--- src/rtl/olief_pkg.sv ---
// Shared types and constants for the ordered list insert/erase/find unit.
// Depends on nothing; every other file in rtl imports it.
package olief_pkg;

    // Default list capacity and stored word width.
    localparam int DEPTH_DEF      = 16;
    localparam int DATA_WIDTH_DEF = 32;

    // Request codes. Code seven has no meaning and is ignored.
    typedef enum logic [2:0] {
        ACT_PUSH_BACK  = 3'd0,
        ACT_PUSH_FRONT = 3'd1,
        ACT_POP_BACK   = 3'd2,
        ACT_POP_FRONT  = 3'd3,
        ACT_INSERT     = 3'd4,
        ACT_ERASE      = 3'd5,
        ACT_FIND       = 3'd6
    } action_t;

    // Status codes returned with every result.
    typedef enum logic [1:0] {
        ST_OK     = 2'd0,
        ST_EMPTY  = 2'd1,
        ST_FULL   = 2'd2,
        ST_BADPOS = 2'd3
    } status_t;

    // One request word.
    typedef struct packed {
        logic [2:0]         action;
        logic [4:0]         position;
        logic signed [31:0] value;
    } req_t;

    // One result word.
    typedef struct packed {
        logic [1:0] status;
        logic       found;
        logic [3:0] found_index;
        logic [4:0] count_after;
    } rsp_t;

    // Edit command broadcast from the decoder to every cell.
    typedef struct packed {
        logic ins;
        logic del;
        logic find;
    } edit_t;

endpackage

--- src/rtl/ordered_list_insert_erase_find_unit.sv ---
// Top level of the ordered list insert/erase/find unit: entry count,
// the row of list cells, the first-match encoder and the result register.
// Depends on olief_pkg, olief_ctrl and olief_cell.
//
//   Port group          Dir  Handshake         Contents
//   start/busy/request  in   start && !busy    action, position, value
//   done/result         out  done, one cycle   status, found, found_index, count_after
//
// Each request is decoded and applied to the cell row at the edge that
// accepts it, and its result is on the result port with done high in the
// next cycle. Shifts and key compares happen in all cells in parallel,
// so busy stays low and a request may follow every cycle.
// Reset clears the entry count and done; the cell contents are left as is.
// The receiver cannot stall: each result is shown for exactly one cycle.
module ordered_list_insert_erase_find_unit #(
    parameter int DEPTH      = olief_pkg::DEPTH_DEF,
    parameter int DATA_WIDTH = olief_pkg::DATA_WIDTH_DEF
) (
    input  logic            clk,
    input  logic            rst_n,
    input  logic            start,
    output logic            busy,
    input  olief_pkg::req_t request,
    output logic            done,
    output olief_pkg::rsp_t result
);
    import olief_pkg::*;

    localparam int CW = $clog2(DEPTH + 1);
    localparam int IW = $clog2(DEPTH);

    logic [CW-1:0]         count_reg;
    logic [CW-1:0]         count_next;
    logic                  done_reg;
    rsp_t                  result_reg;
    rsp_t                  result_next;
    logic                  accept;
    edit_t                 edit_raw;
    edit_t                 edit;
    logic [CW-1:0]         tgt;
    status_t               status;
    logic [63:0]           value_wide;
    logic [DATA_WIDTH-1:0] wr_data;
    logic [DATA_WIDTH-1:0] cell_data [DEPTH];
    logic [DEPTH-1:0]      cell_match;
    logic                  any_match;
    logic [IW-1:0]         first_idx;
    logic [31:0]           first_idx_wide;
    logic [31:0]           count_wide;

    assign accept = start && !busy;
    assign busy   = 1'b0;

    // Stored words are the value field, zero-extended and cut to DATA_WIDTH.
    assign value_wide = {32'b0, request.value};
    assign wr_data    = value_wide[DATA_WIDTH-1:0];

    olief_ctrl #(
        .DEPTH (DEPTH),
        .CW    (CW)
    ) u_ctrl (
        .req      (request),
        .cnt      (count_reg),
        .edit     (edit_raw),
        .tgt      (tgt),
        .cnt_next (count_next),
        .status   (status)
    );

    // Edits take effect only on an accepted request.
    assign edit = accept ? edit_raw : '0;

    // Row of list cells, each wired to its lower and upper neighbor.
    for (genvar i = 0; i < DEPTH; i++)
    begin : g_cell
        logic [DATA_WIDTH-1:0] lower_data;
        logic [DATA_WIDTH-1:0] upper_data;

        if (i == 0)
        begin : g_first
            assign lower_data = '0;
        end
        else
        begin : g_lower
            assign lower_data = cell_data[i-1];
        end

        if (i == DEPTH - 1)
        begin : g_last
            assign upper_data = '0;
        end
        else
        begin : g_upper
            assign upper_data = cell_data[i+1];
        end

        olief_cell #(
            .DW  (DATA_WIDTH),
            .CW  (CW),
            .IDX (i)
        ) u_cell (
            .clk        (clk),
            .edit       (edit),
            .tgt        (tgt),
            .cnt        (count_reg),
            .wr_data    (wr_data),
            .lower_data (lower_data),
            .upper_data (upper_data),
            .data       (cell_data[i]),
            .match      (cell_match[i])
        );
    end

    // Lowest matching cell wins.
    always_comb
    begin
        first_idx = '0;
        for (int i = DEPTH - 1; i >= 0; i--)
        begin
            if (cell_match[i])
                first_idx = IW'(i);
        end
    end

    assign any_match      = |cell_match;
    assign first_idx_wide = 32'(first_idx);
    assign count_wide     = 32'(count_next);

    // Result word for the request being accepted.
    always_comb
    begin
        result_next.status      = status;
        result_next.found       = edit_raw.find && any_match;
        result_next.found_index = (edit_raw.find && any_match) ? first_idx_wide[3:0] : 4'd0;
        result_next.count_after = count_wide[4:0];
    end

    // Entry count and result strobe.
    always_ff @(posedge clk or negedge rst_n)
    begin
        if (!rst_n)
        begin
            count_reg <= '0;
            done_reg  <= 1'b0;
        end
        else
        begin
            done_reg <= accept;
            if (accept)
                count_reg <= count_next;
        end
    end

    // Result payload register.
    always_ff @(posedge clk)
    begin
        if (accept)
            result_reg <= result_next;
    end

    assign done   = done_reg;
    assign result = result_reg;

endmodule

--- src/rtl/olief_cell.sv ---
// One storage cell of the list: holds one entry, shifts with its neighbors
// and compares its entry with the search key. Depends on olief_pkg.
module olief_cell #(
    parameter int DW  = 32,
    parameter int CW  = 5,
    parameter int IDX = 0
) (
    input  logic              clk,
    input  olief_pkg::edit_t  edit,
    input  logic [CW-1:0]     tgt,
    input  logic [CW-1:0]     cnt,
    input  logic [DW-1:0]     wr_data,
    input  logic [DW-1:0]     lower_data,
    input  logic [DW-1:0]     upper_data,
    output logic [DW-1:0]     data,
    output logic              match
);
    import olief_pkg::*;

    localparam logic [CW:0] MY_IDX = (CW+1)'(IDX);

    logic [DW-1:0] data_reg;
    logic [DW-1:0] data_next;
    logic [CW:0]   tgt_ext;
    logic [CW:0]   cnt_ext;

    assign tgt_ext = {1'b0, tgt};
    assign cnt_ext = {1'b0, cnt};

    // Insert loads the target cell and moves the cells above it up by one;
    // erase pulls the cells from the target upward down by one.
    always_comb
    begin
        data_next = data_reg;
        if (edit.ins)
        begin
            if (MY_IDX == tgt_ext)
                data_next = wr_data;
            else if (MY_IDX > tgt_ext && MY_IDX <= cnt_ext)
                data_next = lower_data;
        end
        else if (edit.del)
        begin
            if (MY_IDX >= tgt_ext && (MY_IDX + 1'b1) < cnt_ext)
                data_next = upper_data;
        end
    end

    always_ff @(posedge clk)
    begin
        data_reg <= data_next;
    end

    // Only entries below the count take part in a search.
    assign data  = data_reg;
    assign match = (data_reg == wr_data) && (MY_IDX < cnt_ext);

endmodule

--- src/rtl/olief_ctrl.sv ---
// Request decoder: checks a request against the entry count, picks the
// edit position and forms the status and the new count. Depends on olief_pkg.
module olief_ctrl #(
    parameter int DEPTH = 16,
    parameter int CW    = 5
) (
    input  olief_pkg::req_t     req,
    input  logic [CW-1:0]       cnt,
    output olief_pkg::edit_t    edit,
    output logic [CW-1:0]       tgt,
    output logic [CW-1:0]       cnt_next,
    output olief_pkg::status_t  status
);
    import olief_pkg::*;

    // Wide enough for both the position field and the count.
    localparam int PW = (CW > 5) ? CW : 5;
    localparam logic [PW-1:0] FULL_CNT = PW'(DEPTH);

    logic [PW-1:0] n_ext;
    logic [PW-1:0] pos;

    assign n_ext = PW'(cnt);

    // Decode the request into an edit, a status and the next count.
    always_comb
    begin
        edit     = '0;
        status   = ST_OK;
        cnt_next = cnt;
        pos      = '0;
        unique case (action_t'(req.action))
            ACT_PUSH_BACK, ACT_PUSH_FRONT, ACT_INSERT:
            begin
                if (action_t'(req.action) == ACT_PUSH_BACK)
                    pos = n_ext;
                else if (action_t'(req.action) == ACT_INSERT)
                    pos = PW'(req.position);
                if (pos > n_ext)
                    status = ST_BADPOS;
                else if (n_ext >= FULL_CNT)
                    status = ST_FULL;
                else
                begin
                    edit.ins = 1'b1;
                    cnt_next = cnt + 1'b1;
                end
            end
            ACT_POP_BACK, ACT_POP_FRONT, ACT_ERASE:
            begin
                if (action_t'(req.action) == ACT_POP_BACK)
                    pos = (n_ext != '0) ? n_ext - 1'b1 : '0;
                else if (action_t'(req.action) == ACT_ERASE)
                    pos = PW'(req.position);
                if (n_ext == '0)
                    status = ST_EMPTY;
                else if (pos >= n_ext)
                    status = ST_BADPOS;
                else
                begin
                    edit.del = 1'b1;
                    cnt_next = cnt - 1'b1;
                end
            end
            ACT_FIND:
            begin
                edit.find = 1'b1;
            end
            default:
            begin
                edit = '0;
            end
        endcase
    end

    // A legal edit position never exceeds the count, so it fits in CW bits.
    assign tgt = pos[CW-1:0];

endmodule

--- config.mk ---
export PLATFORM = sky130hd
export DESIGN_NAME = ordered_list_insert_erase_find_unit
export DESIGN_NICKNAME = d
export VERILOG_FILES = /design/src/rtl/olief_pkg.sv /design/src/rtl/ordered_list_insert_erase_find_unit.sv /design/src/rtl/olief_cell.sv /design/src/rtl/olief_ctrl.sv
export SDC_FILE = /design/constraint.sdc
export NUM_CORES = 2
export LEC_CHECK = 0
export BUFFER_PORTS_ARGS = -buffer_cell sky130_fd_sc_hd__buf_4
export CAP_MARGIN = 0
export CORE_MARGIN = 1
export CORE_UTILIZATION = 52
export CTS_BUF_LIST = sky130_fd_sc_hd__clkbuf_4
export CTS_CLUSTER_DIAMETER = 50
export DETAILED_ROUTE_END_ITERATION = 16
export GPL_TIMING_DRIVEN = 0
export PLACE_DENSITY = 0.71
export SLEW_MARGIN = 10
export SYNTH_ARGS = -nofsm -noshare
export SYNTH_HDL_FRONTEND = slang
export SYNTH_SLANG_ARGS = --single-unit
export TNS_END_PERCENT = 10
--- constraint.sdc ---
create_clock -name clk -period 10.01 [get_ports clk]
set_input_delay 1.5015 -clock clk [delete_from_list [all_inputs] [get_ports clk]]
set_output_delay 1.5015 -clock clk [all_outputs]
set_load 0.005 [all_outputs]
==> qor.yml <==
finalSetupViolCount: 0
synth.top_cells.by_area: "sky130_fd_sc_hd__edfxtp_1, sky130_fd_sc_hd__mux2i_1, sky130_fd_sc_hd__xor2_1"
core_region_area_um2: 64500
fraction_of_layout_cells_with_a_size_suffix_above_1_pct: 14.6
drc_errors: 0
cts_inserted_buffers: 149
placement.io_buffers: 22
drtIter0Drc: 6050
power.leakage_nw: 15.5
cts.hold.buffers_added: 0
root_buffer: "sky130_fd_sc_hd__clkbuf_4"
grt_start_max_net_pins: 31
synth_cell_types: 69
dp_hpwl_um: 117000
mappedNetlistArea_um2: 33900
design.portCount: 57
finalCriticalPeriod_ns: 6.46
worstSetupStartpointType: "register"
largest_register_ffs: 512
first_pass_iters: 8
grt_first_pass_wirelength_um: 223000
clock_transition_at_the_registers_of_the_reported_paths_ns: 0.07
grt_pass1_vias: 28300
sequential_area_share_after_synthesis_pct: 46.8
post_cts.repair.setup_buffers: 0
syn_to_final_growth_pct: 11.5
relSlewSlack_pct: -0.549
most_common_flop_cell_mapped_by_yosys: "sky130_fd_sc_hd__edfxtp_1"
timing_worst_slew_pin_value_ns: 1.51
die_width_um: 257
worst_ep_arrival_time_ns: 7.22
drt-wirelength-per-cell_um: 36.4
hold_viol: 0
numClockSinks: 530
syn-mean-instance-area_um2: 10.1
violations: "max-capacitance violations, max-slew violations"
crit_required_ns: 10.76
antenna_found_initial: 8
hp-class: "input pin to asynchronous set/reset pin"
ant_nets: 0
status: "complete, but fails checks"
clock_latency_late_sink_ns: 1.09
post_synthesis_instance_total: 3354
htree_num_levels: 4
layout.cells.most_common_list: "sky130_fd_sc_hd__nand2_1, sky130_fd_sc_hd__edfxtp_1, sky130_fd_sc_hd__mux2i_1, sky130_fd_sc_hd__xor2_1, sky130_fd_sc_hd__o21ai_0"
timing.hold.ws_ns: 0.266
cts_resized: 0
synth-edff-count: 524
final_area_um2: 37900
vias: 30700
syn_nets: 3411
timing.critical_path.to_type: "register"
gp_congestion: 1.04
final.period_utilization_pct: 64.6
vdd_ir_drop_max_mv: 0.145
maxCapViolations: 2
drt-vias-per-instance: 6.78
layout_commonest_cell: "sky130_fd_sc_hd__nand2_1"
placementRows: 93
grt-ovfl-total: 0
placed_cell_area_um2: 35800
fmax_mhz: 155
start_util_pct: 52.6
yosysWarningCount: 0
cellPowerDensity_nw_per_um2: 229
setup.worst_path.class: "register to register"
yosysTopAreaCell: "sky130_fd_sc_hd__edfxtp_1"
synthDominantCellAreaShare_pct: 46.4
dieArea_um2: 66300
rsz0062_at_grt: "false"
cts_tree: "done"
grt.total_usage_pct: 49.1
largest_buffer_count_on_any_clock_path: 3
die_height_um: 257
totalWireLength_um: 165000
final_max_slew_viol_count: 21
synth-async-reset-ratio_pct: 1.13
seq_cells_post_synth: 530
worst_clock_skew_ns: 0.0699
worst-path-max-fanout: 9
finalNetCount: 3622
-- kinds of logic (layout without fill, tap and decap cells) --
family	count (synthesis)	after routing	synth area share (%)
other	1	6	0.0110
buffers and inverters	326	650	4.45
and+or+nand+nor	936	936	12.4
AOI/OAI and AO/OA	579	579	9.15
xor gates and xnor gates	516	516	13.3
DFF	530	530	46.8
muxes	452	452	13.3
adders and majority gates	14	14	0.516
-- per-stage QoR --
stage               utilization, %  total power [mW]  setup TNS, ns  cells  setup slack, ns
floorplan                        -              5.08              0   3354            0.277
global placement              54.6              6.18        -187.17   4231            -3.00
detailed placement            55.6              6.32              0   4269             3.00
CTS                           58.7              8.46              0   4533             3.63
global route                  58.7              8.88              0   4535             3.24
finish                        58.7              8.68              0   4538             3.55
-- layer usage --
metal,track usage (%),routed length [µm],vias up
li1,-,-,12400
met1,64.1,61200,14800
met2,61.3,61400,2963
met3,26.2,29900,590
met4,33.2,12600,18
met5,1.10,212,-
-- worst max-delay path, cell delays in order (launching register included) --
cell and delay (ns):
sky130_fd_sc_hd__dfrtp_1 0.43, sky130_fd_sc_hd__buf_2 0.23, sky130_fd_sc_hd__inv_1 0.32, sky130_fd_sc_hd__ha_1 0.21
sky130_fd_sc_hd__buf_4 0.17, sky130_fd_sc_hd__or4b_4 0.49, sky130_fd_sc_hd__nand3_2 0.15, sky130_fd_sc_hd__nor2_1 0.05
sky130_fd_sc_hd__a21oi_1 0.13, sky130_fd_sc_hd__ha_1 0.23, sky130_fd_sc_hd__nand2b_1 0.14, sky130_fd_sc_hd__a21o_1 0.17
sky130_fd_sc_hd__a21o_1 0.17, sky130_fd_sc_hd__a21o_1 0.18, sky130_fd_sc_hd__a21oi_2 0.24, sky130_fd_sc_hd__and2_1 0.16
sky130_fd_sc_hd__buf_2 0.15, sky130_fd_sc_hd__a21oi_1 0.08, sky130_fd_sc_hd__o21a_1 0.23, sky130_fd_sc_hd__nand2b_1 0.15
sky130_fd_sc_hd__buf_2 0.28, sky130_fd_sc_hd__a2111oi_2 0.54, sky130_fd_sc_hd__buf_2 0.30, sky130_fd_sc_hd__buf_2 0.25
sky130_fd_sc_hd__buf_2 0.23, sky130_fd_sc_hd__buf_2 0.25, sky130_fd_sc_hd__buf_2 0.24
-- cell usage after synthesis (all sizes together), types with 2 or more instances --
cell,number
nand2,614
edfxtp,524
o21ai,465
mux2i,452
xor2,380
buf,162
clkbuf,151
xnor2,136
nor4,99
nand3,57
a21oi,56
nand4,51
nor2,41
nor3,29
ha,14
inv,13
a211oi,10
nand2b,10
a31oi,8
and2,7
and3,6
dfrtp,6
or4,6
or3,5
a211o,4
a21o,4
a22oi,4
nor2b,4
o2111ai,4
o21a,4
or2,4
a2111oi,3
o22ai,3
o31ai,3
a22o,2
-- cell type report --
type                            instances  area, µm²
Antenna cell                            5       12.5
Buffer                                313       1510
Clock buffer                          218       1640
Clock inverter                         46        367
Fill cell                            5754      26600
Inverter                               13       48.8
Multi-Input combinational cell       2498      16700
Sequential cell                       530      15900
Tap cell                              855       1070
Timing Repair Buffer                   60        632
-- where the power goes --
group	switching [mW]	internal [mW]
sequential	0.528	3.08
clock	1.06	1.14
combinational	1.98	0.909
-- worst paths after layout --
kind	endpoint	from	cells after the start	slack (ns)
worst min register to register	g_cell[14].u_cell.data[13]	g_cell[15].u_cell.data[13]	2	0.58
worst min-delay path	count_reg[0]	rst_n	1	0.27
max in group asynchronous	count_reg[4]	rst_n	1	9.61
worst max register to register	g_cell[13].u_cell.data[13]	count_reg[1]	26	3.55
min in group clk	g_cell[14].u_cell.data[13]	g_cell[15].u_cell.data[13]	2	0.58
worst max-delay path	g_cell[13].u_cell.data[13]	count_reg[1]	26	3.55
Note: power is estimated with default switching activity, not from simulation.
